==> config.mk <==
export PLATFORM = sky130hd
export DESIGN_NAME = keyword_token_lexer_top
export DESIGN_NICKNAME = d
export VERILOG_FILES = /design/src/rtl/ktl_pkg.sv /design/src/rtl/keyword_token_lexer_top.sv /design/src/rtl/ktl_ctrl.sv /design/src/rtl/ktl_dp.sv
export SDC_FILE = /design/constraint.sdc
export NUM_CORES = 2
export LEC_CHECK = 0
export BUFFER_PORTS_ARGS = -buffer_cell sky130_fd_sc_hd__buf_2
export CAP_MARGIN = 20
export CORE_ASPECT_RATIO = 1.1
export CORE_UTILIZATION = 40
export CTS_BUF_LIST = sky130_fd_sc_hd__clkbuf_8
export CTS_CLUSTER_SIZE = 10
export DETAILED_ROUTE_END_ITERATION = 10
export SLEW_MARGIN = 20
export SYNTH_ARGS = -nofsm -noshare
export SYNTH_HDL_FRONTEND = slang
export SYNTH_SLANG_ARGS = --single-unit
==> constraint.sdc <==
create_clock -name clk -period 36.7 [get_ports clk]
set_input_delay 1.835 -clock clk [delete_from_list [all_inputs] [get_ports clk]]
set_output_delay 1.835 -clock clk [all_outputs]
set_load 0.01 [all_outputs]
==> src/rtl/ktl_pkg.sv <==
package ktl_pkg;

  localparam logic [23:0] LINE_MAX  = 24'hFFFFFF;
  localparam logic [15:0] COL_MAX   = 16'hFFFF;
  localparam logic [34:0] CONST_MAX = 35'd2147483647;
  localparam int          NUM_KW    = 12;

  localparam logic [5:0] KIND_END      = 6'd0;
  localparam logic [5:0] KIND_GT       = 6'd1;
  localparam logic [5:0] KIND_GE       = 6'd2;
  localparam logic [5:0] KIND_LT       = 6'd3;
  localparam logic [5:0] KIND_LE       = 6'd4;
  localparam logic [5:0] KIND_COLON    = 6'd5;
  localparam logic [5:0] KIND_DCOLON   = 6'd6;
  localparam logic [5:0] KIND_ASSIGN   = 6'd7;
  localparam logic [5:0] KIND_EQ       = 6'd8;
  localparam logic [5:0] KIND_MINUS    = 6'd9;
  localparam logic [5:0] KIND_SEMI     = 6'd10;
  localparam logic [5:0] KIND_COMMA    = 6'd11;
  localparam logic [5:0] KIND_DOT      = 6'd12;
  localparam logic [5:0] KIND_LBRACE   = 6'd13;
  localparam logic [5:0] KIND_LPAREN   = 6'd14;
  localparam logic [5:0] KIND_PLUS     = 6'd15;
  localparam logic [5:0] KIND_RBRACE   = 6'd16;
  localparam logic [5:0] KIND_RPAREN   = 6'd17;
  localparam logic [5:0] KIND_STAR     = 6'd18;
  localparam logic [5:0] KIND_CONST    = 6'd19;
  localparam logic [5:0] KIND_NAME     = 6'd20;
  localparam logic [5:0] KIND_CHUNK    = 6'd21;
  localparam logic [5:0] KIND_KW_BASE  = 6'd22;
  localparam logic [5:0] KIND_BAD      = 6'd34;
  localparam logic [5:0] KIND_OVERFLOW = 6'd35;

  typedef enum logic [3:0] {
    MODE_IDLE, MODE_GT, MODE_LT, MODE_COLON, MODE_EQ,
    MODE_MINUS, MODE_NUM, MODE_WORD, MODE_DEAD
  } mode_t;

  typedef enum logic [2:0] {
    ST_IDLE, ST_DECIDE, ST_PEND, ST_CHUNK_RD, ST_CHUNK_OUT, ST_FRESH, ST_END
  } state_t;

  typedef struct packed {
    logic accept;
    logic handled;
    logic pend;
    logic chunk_rd;
    logic chunk_out;
    logic fresh;
    logic finish;
  } ktl_cmd_t;

  typedef struct packed {
    logic eot;
    logic handled;
    logic handled_emit;
    logic pend_exists;
    logic pend_name;
    logic last_chunk;
    logic fresh_emit;
    logic out_free;
  } ktl_stat_t;

  function automatic logic is_numeral(input logic [7:0] b);
    return (b >= "0") && (b <= "9");
  endfunction

  function automatic logic is_letter(input logic [7:0] b);
    return ((b >= "a") && (b <= "z")) || ((b >= "A") && (b <= "Z")) || (b == "_");
  endfunction

  function automatic logic is_space(input logic [7:0] b);
    return (b == 8'h20) || (b == 8'h09) || (b == 8'h0D) || (b == 8'h0A);
  endfunction

  // keyword text, right-aligned, first character in the highest used byte
  function automatic logic [55:0] kw_text(input logic [3:0] k);
    case (k)
      4'd0:    return "assert";
      4'd1:    return "atomic";
      4'd2:    return "break";
      4'd3:    return "do";
      4'd4:    return "fi";
      4'd5:    return "goto";
      4'd6:    return "if";
      4'd7:    return "int";
      4'd8:    return "meta";
      4'd9:    return "od";
      4'd10:   return "process";
      4'd11:   return "skip";
      default: return '0;
    endcase
  endfunction

  function automatic logic [2:0] kw_len(input logic [3:0] k);
    case (k)
      4'd0, 4'd1:            return 3'd6;
      4'd2:                  return 3'd5;
      4'd3, 4'd4, 4'd6, 4'd9: return 3'd2;
      4'd5, 4'd8, 4'd11:     return 3'd4;
      4'd7:                  return 3'd3;
      4'd10:                 return 3'd7;
      default:               return 3'd0;
    endcase
  endfunction

endpackage

==> src/rtl/keyword_token_lexer_top.sv <==
// Streaming lexer: one source byte per input word (tlast marks the end of text instead of a
// byte). A byte that extends a word or a constant, completes a two-character operator, or is
// dropped after an error is handled in the decide step alone; other bytes also pass the fresh
// step, after a pend step if they close a pending token; a name adds a read and an output step
// per 8-character chunk (single read port of the row-wide name store); the end marker passes
// the end step, after a pend step for a pending token. Every cycle that loads a result waits
// while the output register holds an untaken word; the register lets the next byte be accepted
// while a result waits. Each token but the end token carries the line and column of its first
// character; tuser holds the token kind; tlast marks the final word caused by one input word.
module keyword_token_lexer_top #(
  parameter int MAX_WORD_CHARS = 128
) (
  input  logic         clk,
  input  logic         rst,
  input  logic         s_tvalid,
  output logic         s_tready,
  input  logic [7:0]   s_tdata,   // [7:0] text_byte
  input  logic         s_tlast,   // end_of_text
  output logic         m_tvalid,
  input  logic         m_tready,
  output logic [135:0] m_tdata,   // token_value, name_chunk, token_line, token_column,
                                  // zero pad
  output logic [7:0]   m_tuser,   // token_kind, zero pad
  output logic         m_tlast    // last_of_run
);
  import ktl_pkg::*;

  ktl_cmd_t  cmd;
  ktl_stat_t st;

  ktl_ctrl u_ctrl (
    .clk      (clk),
    .rst      (rst),
    .s_tvalid (s_tvalid),
    .s_tready (s_tready),
    .st       (st),
    .cmd      (cmd)
  );

  ktl_dp #(.MAX_WORD_CHARS(MAX_WORD_CHARS)) u_dp (
    .clk      (clk),
    .rst      (rst),
    .s_tdata  (s_tdata),
    .s_tlast  (s_tlast),
    .cmd      (cmd),
    .st       (st),
    .m_tvalid (m_tvalid),
    .m_tready (m_tready),
    .m_tdata  (m_tdata),
    .m_tuser  (m_tuser),
    .m_tlast  (m_tlast)
  );

  a_kind_range: assert property (@(posedge clk) disable iff (rst)
    m_tvalid |-> (m_tuser[5:0] <= KIND_OVERFLOW)) else $error("token kind out of range");
  a_end_last: assert property (@(posedge clk) disable iff (rst)
    (m_tvalid && m_tuser[5:0] == KIND_END) |-> m_tlast) else $error("end token not last");
  a_line_nonzero: assert property (@(posedge clk) disable iff (rst)
    m_tvalid |-> (m_tdata[118:95] != 24'd0)) else $error("line zero");

endmodule

==> src/rtl/ktl_ctrl.sv <==
module ktl_ctrl (
  input  logic              clk,
  input  logic              rst,
  input  logic              s_tvalid,
  output logic              s_tready,
  input  ktl_pkg::ktl_stat_t st,
  output ktl_pkg::ktl_cmd_t  cmd
);
  import ktl_pkg::*;

  state_t state, state_next;

  always_ff @(posedge clk) begin
    if (rst) begin
      state <= ST_IDLE;
    end else begin
      state <= state_next;
    end
  end

  always_comb begin
    state_next = state;
    case (state)
      ST_IDLE: begin
        if (s_tvalid) state_next = ST_DECIDE;
      end
      ST_DECIDE: begin
        if (st.eot) begin
          state_next = st.pend_exists ? ST_PEND : ST_END;
        end else if (st.handled) begin
          if (!st.handled_emit || st.out_free) state_next = ST_IDLE;
        end else begin
          state_next = st.pend_exists ? ST_PEND : ST_FRESH;
        end
      end
      ST_PEND: begin
        if (st.out_free) begin
          if (st.pend_name) state_next = ST_CHUNK_RD;
          else              state_next = st.eot ? ST_END : ST_FRESH;
        end
      end
      ST_CHUNK_RD: state_next = ST_CHUNK_OUT;
      ST_CHUNK_OUT: begin
        if (st.out_free) begin
          if (!st.last_chunk) state_next = ST_CHUNK_RD;
          else                state_next = st.eot ? ST_END : ST_FRESH;
        end
      end
      ST_FRESH: begin
        if (!st.fresh_emit || st.out_free) state_next = ST_IDLE;
      end
      ST_END: begin
        if (st.out_free) state_next = ST_IDLE;
      end
      default: state_next = ST_IDLE;
    endcase
  end

  always_comb begin
    cmd      = '0;
    s_tready = 1'b0;
    case (state)
      ST_IDLE: begin
        s_tready   = 1'b1;
        cmd.accept = s_tvalid;
      end
      ST_DECIDE:    cmd.handled   = !st.eot && st.handled && (!st.handled_emit || st.out_free);
      ST_PEND:      cmd.pend      = st.out_free;
      ST_CHUNK_RD:  cmd.chunk_rd  = 1'b1;
      ST_CHUNK_OUT: cmd.chunk_out = st.out_free;
      ST_FRESH:     cmd.fresh     = !st.fresh_emit || st.out_free;
      ST_END:       cmd.finish    = st.out_free;
      default: ;
    endcase
  end

  a_one_word: assert property (@(posedge clk) disable iff (rst)
    (s_tvalid && s_tready) |=> !s_tready) else $error("second word taken mid-item");
  a_chunk_follows_read: assert property (@(posedge clk) disable iff (rst)
    (state == ST_CHUNK_OUT) |-> ($past(state) == ST_CHUNK_RD || $past(state) == ST_CHUNK_OUT))
    else $error("chunk output without read");
  a_fresh_not_eot: assert property (@(posedge clk) disable iff (rst)
    (state == ST_FRESH) |-> !st.eot) else $error("fresh step on end marker");

endmodule

==> src/rtl/ktl_dp.sv <==
module ktl_dp #(
  parameter int MAX_WORD_CHARS = 128
) (
  input  logic               clk,
  input  logic               rst,
  input  logic [7:0]         s_tdata,
  input  logic               s_tlast,
  input  ktl_pkg::ktl_cmd_t  cmd,
  output ktl_pkg::ktl_stat_t st,
  output logic               m_tvalid,
  input  logic               m_tready,
  output logic [135:0]       m_tdata,
  output logic [7:0]         m_tuser,
  output logic               m_tlast
);
  import ktl_pkg::*;

  localparam int LW   = $clog2(MAX_WORD_CHARS + 1);
  localparam int ROWS = (MAX_WORD_CHARS + 7) / 8;
  localparam int RW   = (ROWS > 1) ? $clog2(ROWS) : 1;

  logic [7:0]    in_byte;
  logic          in_eot;
  mode_t         mode;
  logic [30:0]   acc;
  logic [LW-1:0] word_length;
  logic [23:0]   line_count, start_line;
  logic [15:0]   column_count, start_column;
  logic [7:0]    kw_buf [8];
  logic [63:0]   mem [ROWS];
  logic [63:0]   rd_data;
  logic [RW-1:0] chunk_idx;

  logic [5:0]  o_kind;
  logic [30:0] o_value;
  logic [63:0] o_chunk;
  logic [23:0] o_line;
  logic [15:0] o_col;
  logic        o_valid, o_last;

  // byte classes
  logic dig, alp, sp, opc, out_free;
  logic [5:0] two_kind, punct_kind;
  logic [34:0] acc_next;
  logic ovf, word_room;
  logic [23:0] adv_line;
  logic [15:0] adv_col, end_col;

  assign dig       = is_numeral(in_byte);
  assign alp       = is_letter(in_byte);
  assign sp        = is_space(in_byte);
  assign opc       = (in_byte == ">") || (in_byte == "<") || (in_byte == ":") ||
                     (in_byte == "=") || (in_byte == "-");
  assign out_free  = !o_valid || m_tready;
  assign acc_next  = ({4'd0, acc} << 3) + ({4'd0, acc} << 1) + 35'(in_byte - "0");
  assign ovf       = acc_next > CONST_MAX;
  assign word_room = word_length < LW'(MAX_WORD_CHARS);
  assign adv_line  = (in_byte == 8'h0A && line_count != LINE_MAX) ? line_count + 24'd1
                                                                   : line_count;
  assign adv_col   = (in_byte == 8'h0A) ? 16'd0 :
                     (column_count != COL_MAX) ? column_count + 16'd1 : column_count;
  assign end_col   = (column_count != COL_MAX) ? column_count + 16'd1 : column_count;

  always_comb begin
    two_kind = KIND_END;
    case (mode)
      MODE_GT:    if (in_byte == "=") two_kind = KIND_GE;
      MODE_LT:    if (in_byte == "=") two_kind = KIND_LE;
      MODE_COLON: if (in_byte == ":") two_kind = KIND_DCOLON;
      MODE_EQ:    if (in_byte == "=") two_kind = KIND_EQ;
      MODE_MINUS: if (in_byte == ">") two_kind = KIND_SEMI;
      default: ;
    endcase
  end

  always_comb begin
    case (in_byte)
      ",":     punct_kind = KIND_COMMA;
      ".":     punct_kind = KIND_DOT;
      "{":     punct_kind = KIND_LBRACE;
      "(":     punct_kind = KIND_LPAREN;
      "+":     punct_kind = KIND_PLUS;
      "}":     punct_kind = KIND_RBRACE;
      ")":     punct_kind = KIND_RPAREN;
      ";":     punct_kind = KIND_SEMI;
      "*":     punct_kind = KIND_STAR;
      default: punct_kind = KIND_END;
    endcase
  end

  // keyword lookup on the first characters
  logic       kw_hit;
  logic [3:0] kw_idx;
  always_comb begin
    int          l;
    logic [55:0] txt;
    logic        m;
    kw_hit = 1'b0;
    kw_idx = '0;
    for (int k = 0; k < NUM_KW; k++) begin
      l   = int'(kw_len(4'(k)));
      txt = kw_text(4'(k));
      m   = (word_length == LW'(l));
      for (int i = 0; i < 7; i++) begin
        if (i < l) begin
          if (kw_buf[i] != txt[8*(l-1-i) +: 8]) m = 1'b0;
        end
      end
      if (m && !kw_hit) begin
        kw_hit = 1'b1;
        kw_idx = 4'(k);
      end
    end
  end

  logic [LW:0] chunk_base;
  logic [63:0] chunk_masked;
  assign chunk_base = (LW+1)'({chunk_idx, 3'b000});
  always_comb begin
    for (int i = 0; i < 8; i++) begin
      chunk_masked[8*i +: 8] = ((chunk_base + (LW+1)'(i)) < (LW+1)'(word_length))
                               ? rd_data[8*i +: 8] : 8'd0;
    end
  end

  assign st.eot          = in_eot;
  assign st.handled      = (two_kind != KIND_END) || (mode == MODE_NUM && dig) ||
                           (mode == MODE_WORD && (alp || dig)) || (mode == MODE_DEAD);
  assign st.handled_emit = (two_kind != KIND_END) || (mode == MODE_NUM && dig && ovf);
  assign st.pend_exists  = (mode != MODE_IDLE) && (mode != MODE_DEAD);
  assign st.pend_name    = (mode == MODE_WORD) && !kw_hit;
  assign st.last_chunk   = (chunk_base + (LW+1)'(8)) >= (LW+1)'(word_length);
  assign st.fresh_emit   = !sp && !opc && !dig && !alp;
  assign st.out_free     = out_free;

  // result selection
  logic        emit, e_last;
  logic [5:0]  e_kind;
  logic [30:0] e_value;
  logic [63:0] e_chunk;
  logic [23:0] e_line;
  logic [15:0] e_col;
  always_comb begin
    emit    = 1'b0;
    e_last  = 1'b1;
    e_kind  = KIND_END;
    e_value = '0;
    e_chunk = '0;
    e_line  = start_line;
    e_col   = start_column;
    if (cmd.handled) begin
      emit = st.handled_emit;
      if (two_kind != KIND_END) begin
        e_kind = two_kind;
      end else begin
        e_kind  = KIND_OVERFLOW;
        e_value = 31'(in_byte);
      end
    end else if (cmd.pend) begin
      emit   = 1'b1;
      e_last = !in_eot && !st.pend_name && !st.fresh_emit;
      case (mode)
        MODE_GT:    e_kind = KIND_GT;
        MODE_LT:    e_kind = KIND_LT;
        MODE_COLON: e_kind = KIND_COLON;
        MODE_EQ:    e_kind = KIND_ASSIGN;
        MODE_MINUS: e_kind = KIND_MINUS;
        MODE_NUM: begin
          e_kind  = KIND_CONST;
          e_value = acc;
        end
        default: begin
          if (kw_hit) begin
            e_kind = KIND_KW_BASE + 6'(kw_idx);
          end else begin
            e_kind  = KIND_NAME;
            e_value = 31'(word_length);
          end
        end
      endcase
    end else if (cmd.chunk_out) begin
      emit    = 1'b1;
      e_last  = st.last_chunk && !in_eot && !st.fresh_emit;
      e_kind  = KIND_CHUNK;
      e_chunk = chunk_masked;
    end else if (cmd.fresh) begin
      emit   = st.fresh_emit;
      e_line = adv_line;
      e_col  = adv_col;
      if (punct_kind != KIND_END) begin
        e_kind = punct_kind;
      end else begin
        e_kind  = KIND_BAD;
        e_value = 31'(in_byte);
      end
    end else if (cmd.finish) begin
      emit   = 1'b1;
      e_line = line_count;
      e_col  = end_col;
    end
  end

  // name store writes
  logic          wr_en;
  logic [RW-1:0] wr_row;
  logic [2:0]    wr_lane;
  always_comb begin
    wr_en   = 1'b0;
    wr_row  = '0;
    wr_lane = '0;
    if (cmd.handled && mode == MODE_WORD && word_room) begin
      wr_en   = 1'b1;
      wr_row  = RW'(word_length >> 3);
      wr_lane = word_length[2:0];
    end else if (cmd.fresh && !sp && !opc && !dig && alp && punct_kind == KIND_END) begin
      wr_en = 1'b1;
    end
  end

  always_ff @(posedge clk) begin
    if (wr_en) begin
      mem[wr_row][8*wr_lane +: 8] <= in_byte;
      if (word_length < LW'(8) || cmd.fresh) kw_buf[wr_lane] <= in_byte;
    end
    if (cmd.chunk_rd) rd_data <= mem[chunk_idx];
    if (cmd.accept) begin
      in_byte <= s_tdata;
      in_eot  <= s_tlast;
    end
    if (emit) begin
      o_kind  <= e_kind;
      o_value <= e_value;
      o_chunk <= e_chunk;
      o_line  <= e_line;
      o_col   <= e_col;
      o_last  <= e_last;
    end
    if (cmd.pend)      chunk_idx <= '0;
    if (cmd.chunk_out) chunk_idx <= chunk_idx + RW'(1);
  end

  always_ff @(posedge clk) begin
    if (rst) begin
      o_valid      <= 1'b0;
      mode         <= MODE_IDLE;
      acc          <= '0;
      word_length  <= '0;
      line_count   <= 24'd1;
      column_count <= '0;
      start_line   <= 24'd1;
      start_column <= '0;
    end else begin
      if (emit)          o_valid <= 1'b1;
      else if (m_tready) o_valid <= 1'b0;

      if (cmd.handled) begin
        line_count   <= adv_line;
        column_count <= adv_col;
        if (two_kind != KIND_END) begin
          mode <= MODE_IDLE;
        end else if (mode == MODE_NUM) begin
          if (ovf) mode <= MODE_DEAD;
          else     acc  <= acc_next[30:0];
        end else if (mode == MODE_WORD && word_room) begin
          word_length <= word_length + LW'(1);
        end
      end
      if (cmd.pend) mode <= MODE_IDLE;
      if (cmd.fresh) begin
        line_count   <= adv_line;
        column_count <= adv_col;
        if (!sp) begin
          start_line   <= adv_line;
          start_column <= adv_col;
          if      (in_byte == ">") mode <= MODE_GT;
          else if (in_byte == "<") mode <= MODE_LT;
          else if (in_byte == ":") mode <= MODE_COLON;
          else if (in_byte == "=") mode <= MODE_EQ;
          else if (in_byte == "-") mode <= MODE_MINUS;
          else if (punct_kind != KIND_END) mode <= MODE_IDLE;
          else if (dig) begin
            acc  <= 31'(in_byte - "0");
            mode <= MODE_NUM;
          end else if (alp) begin
            word_length <= LW'(1);
            mode        <= MODE_WORD;
          end else begin
            mode <= MODE_DEAD;
          end
        end
      end
      if (cmd.finish) begin
        mode         <= MODE_IDLE;
        acc          <= '0;
        word_length  <= '0;
        line_count   <= 24'd1;
        column_count <= '0;
        start_line   <= 24'd1;
        start_column <= '0;
      end
    end
  end

  assign m_tvalid = o_valid;
  assign m_tlast  = o_last;
  assign m_tdata  = {1'b0, o_col, o_line, o_chunk, o_value};
  assign m_tuser  = {2'd0, o_kind};

endmodule
==> impl_metrics.json <==
{
  "post_route_skew_ns": 0.0753,
  "period_share": 0.188,
  "grt_start_max_net_pins": 127,
  "min_path_type": "register to register",
  "cts.path.max_buffers": 3,
  "start_kind": "register",
  "setup_crit_path_kind": "register to register",
  "syn-cell-area_um2": 61400,
  "clock_power_share": 0.318,
  "setup_repair_after_global_routing_missed_its_margin": "false",
  "cts_hold_buffers": 0,
  "coreArea_um2": 152000,
  "cts.repair.resized": 0,
  "vdd_ir_drop_max_uv": 50.7,
  "drtIter0Drc": 3040,
  "async_reset_ff_frac": 0,
  "setup-tns-final_ns": 0,
  "postSynthRegisterBits": 1426,
  "drt-vias-per-instance": 5.50,
  "post-layout-total-power_mw": 4.09,
  "hold_path_startpoint": "u_dp.start_column[14]",
  "dpl.hpwl_mm": 99.5,
  "edff_count_synth": 1299,
  "timing_max_transition_violations_final": 0,
  "slew_worst_pin_ns": 1.15,
  "die_width_um": 376,
  "p_seq_frac": 0.478,
  "worstHoldEndpoint": "u_dp.start_column[14]",
  "clk_transition_reported_paths_ns": 0.06,
  "worst_r2r_path_depth": 17,
  "clock_sinks": 1426,
  "timing.max_cap.violations": 0,
  "setup.worst_path.end_class": "register",
  "clock_period_minus_final_worst_setup_slack_ns": 6.90,
  "core.rowCount": 150,
  "syn_area_per_cell_um2": 14.6,
  "synthesis.yosys.warnings": 0,
  "powerDensity_nw_per_um2": 58.9,
  "number_of_antenna_violations_at_the_first_check_in_global_routing": 4,
  "via_count_of_the_first_global_routing_pass": 37300,
  "p_switching_mw": 1.26,
  "place_congestion": 0.897,
  "distinct_cells_synth": 89,
  "routed-via-count": 37500,
  "total_overflow_reported_by_the_global_router": 0,
  "syn_inst": 4214,
  "result_of_the_run": "finished clean",
  "critical_path_required_ns": 37.25,
  "regToRegEndpoint": "u_dp.o_line[14]",
  "timing.max_slew.rel_slack": 0.231,
  "p_leak_nw": 21.8,
  "die-height_um": 413,
  "pin_count": 160,
  "tritoncts_clock_tree": "yes",
  "reg_to_reg_start": "u_dp.in_byte[4]",
  "drive_above_1_share": 0.171,
  "post-route-drc-count": 0,
  "number_of_buffers_added_by_the_clock_tree_synthesis_step": 225,
  "ff2ff_setup_slack_ns": 29.80,
  "timing.final.hold_violations": 0,
  "nNetsFinal": 4667,
  "drt_pre_antenna_iters": 6,
  "drt_total_wl_mm": 157,
  "clk_latency_ns": 0.96,
  "worstPathMaxFanout": 61,
  "area.growth.synth_to_final_pct": 13.2,
  "internal_power_mw": 2.84,
  "critical_path_arrival_ns": 7.46,
  "post_cts_buffers": 0,
  "synth_sequential_area_ratio": 0.677,
  "wl_per_cell_um": 23.1,
  "clk_root_buffer_cell": "clkbuf_8",
  "combinational_share_of_power": 0.204,
  "synth_ff_type": "edfxtp_1",
  "setup_violations": 0,
  "portBuffers": 156,
  "htree_levels": 4,
  "initial_core_util": 0.403,
  "wire_length_of_the_first_global_routing_pass_mm": 235,
  "fmax_mhz": 145,
  "worstHoldPathCells": 2,
  "p_sw_frac": 0.307,
  "global_route.usage.total": 0.201,
  "drtAntennaViolNets": 0,
  "total_die_area_um2": 155000
}
how the worst max path moves through the flow:
stage	start	endpoint	slack, ns	cells after the start
finish	u_dp.in_byte[4]	u_dp.o_line[14]	29.80	17
global route	u_dp.in_byte[4]	u_dp.o_line[14]	29.33	15
CTS	u_dp.in_byte[4]	u_dp.o_line[14]	29.73	15
detailed placement	u_dp.in_byte[4]	u_dp.o_line[14]	29.77	15
global placement	u_dp.in_byte[4]	u_dp.o_line[14]	29.88	15
floorplan	u_dp.in_byte[4]	u_dp.m_tlast	23.94	15
critical path, stage by stage (launching register included):
cell and delay [ns]:
edfxtp_1 0.72, clkinv_1 0.73, ha_1 0.58, inv_1 0.06, fa_1 0.48, inv_1 0.05
ha_1 0.34, and3_1 0.19, a221o_1 0.36, a211oi_2 0.32, nor4_1 0.12, a311oi_1 0.29
mux2_2 0.40, nand3_1 0.30, nand3_1 0.22, a21oi_4 0.18, buf_4 0.43, buf_4 0.70
cell type report:
type                            instances  area (um^2)
Antenna cell                            2         5.00
Clock buffer                          230         3170
Clock inverter                        193         1180
Fill cell                           13500        82700
Inverter                               63          236
Multi-Input combinational cell       2586        19200
Sequential cell                      1426        41500
Tap cell                             2052         2570
Timing Repair Buffer                  260         1590
per-stage QoR:
step | setup slack (ns) | hold slack (ns) | instances | util | area [um^2]
after global placement | 29.88 | 0.444 | 6385 | 0.427 | 65000
final | 29.80 | 0.453 | 6812 | 0.456 | 69500
after CTS | 29.73 | 0.456 | 6809 | 0.456 | 69400
after global routing | 29.33 | 0.476 | 6811 | 0.456 | 69500
after floorplan | 23.94 | 0.436 | 4328 | - | 61800
after detailed placement | 29.77 | 0.448 | 6386 | 0.427 | 65000
registers in the layout (all words and copies together), names as in the netlist, 3 cells and up:
signal             count
u_dp.column_count     16
u_dp.start_line       24
u_dp.mode              4
u_ctrl.state           3
u_dp.o_line           24
u_dp.o_chunk          64
u_dp.line_count       24
u_dp.o_col            16
u_dp.word_length       8
u_dp.o_kind            6
u_dp.in_byte           8
u_dp.kw_buf           56
u_dp.rd_data          64
u_dp.mem            1024
u_dp.chunk_idx         4
u_dp.acc              31
u_dp.o_value          31
u_dp.start_column     16
cell usage after synthesis (all sizes together), types with 30 or more instances:
master / number / area share
nor3: 102 / 0.0084
xor2: 35 / 0.0050
ha: 62 / 0.013
a21oi: 218 / 0.018
nor2: 269 / 0.016
a22oi: 72 / 0.0088
a211oi: 47 / 0.0059
fa: 30 / 0.0098
dfxtp: 127 / 0.041
inv: 59 / 0.0036
and2: 104 / 0.011
nand4: 47 / 0.0048
o21ai: 223 / 0.018
clkbuf: 192 / 0.012
nand3: 69 / 0.0056
mux2: 67 / 0.012
a221oi: 74 / 0.011
nand2: 251 / 0.015
edfxtp: 1299 / 0.64
buf: 61 / 0.0045
and3: 56 / 0.0057
mux4: 128 / 0.047
xnor2: 40 / 0.0057
mux2i: 235 / 0.038
cells by family after synthesis:
family,synth area share
AO/OA/AOI/OAI,0.0856
XOR/XNOR,0.0107
adder cells (fa/ha/maj),0.0224
buffers and inverters,0.0201
flip-flops,0.677
multiplexers,0.0976
other,0.0000611
AND/OR/NAND/NOR,0.0866
power groups by stage:
stage,Sequential [mW],Clock (mW),Combinational [mW]
final,1.96,1.30,0.836
after global routing,1.97,1.40,0.911
after CTS,1.96,1.33,0.848
after detailed placement,1.99,0,0.845
after global placement,1.99,0,0.839
after floorplan,2.03,0,0.502
layer usage:
layer	vias up	global-route usage	routed length, um
li1	17100	-	-
met3	289	0.0352	8930
met4	0	0.0653	4510
met1	18900	0.261	65700
met2	1241	0.343	78100
met5	-	0	0
cell usage in the layout, fill, tap and decap left out, drive strengths merged, types with 127 or more instances in the layout:
cell and instances:
nor2 269, a21oi 218, clkbuf 230, dfxtp 127, mux4 128, o21ai 223
mux2i 235, nand2 251, inv 131, buf 260, edfxtp 1299
(Power assumes the default switching activity.)
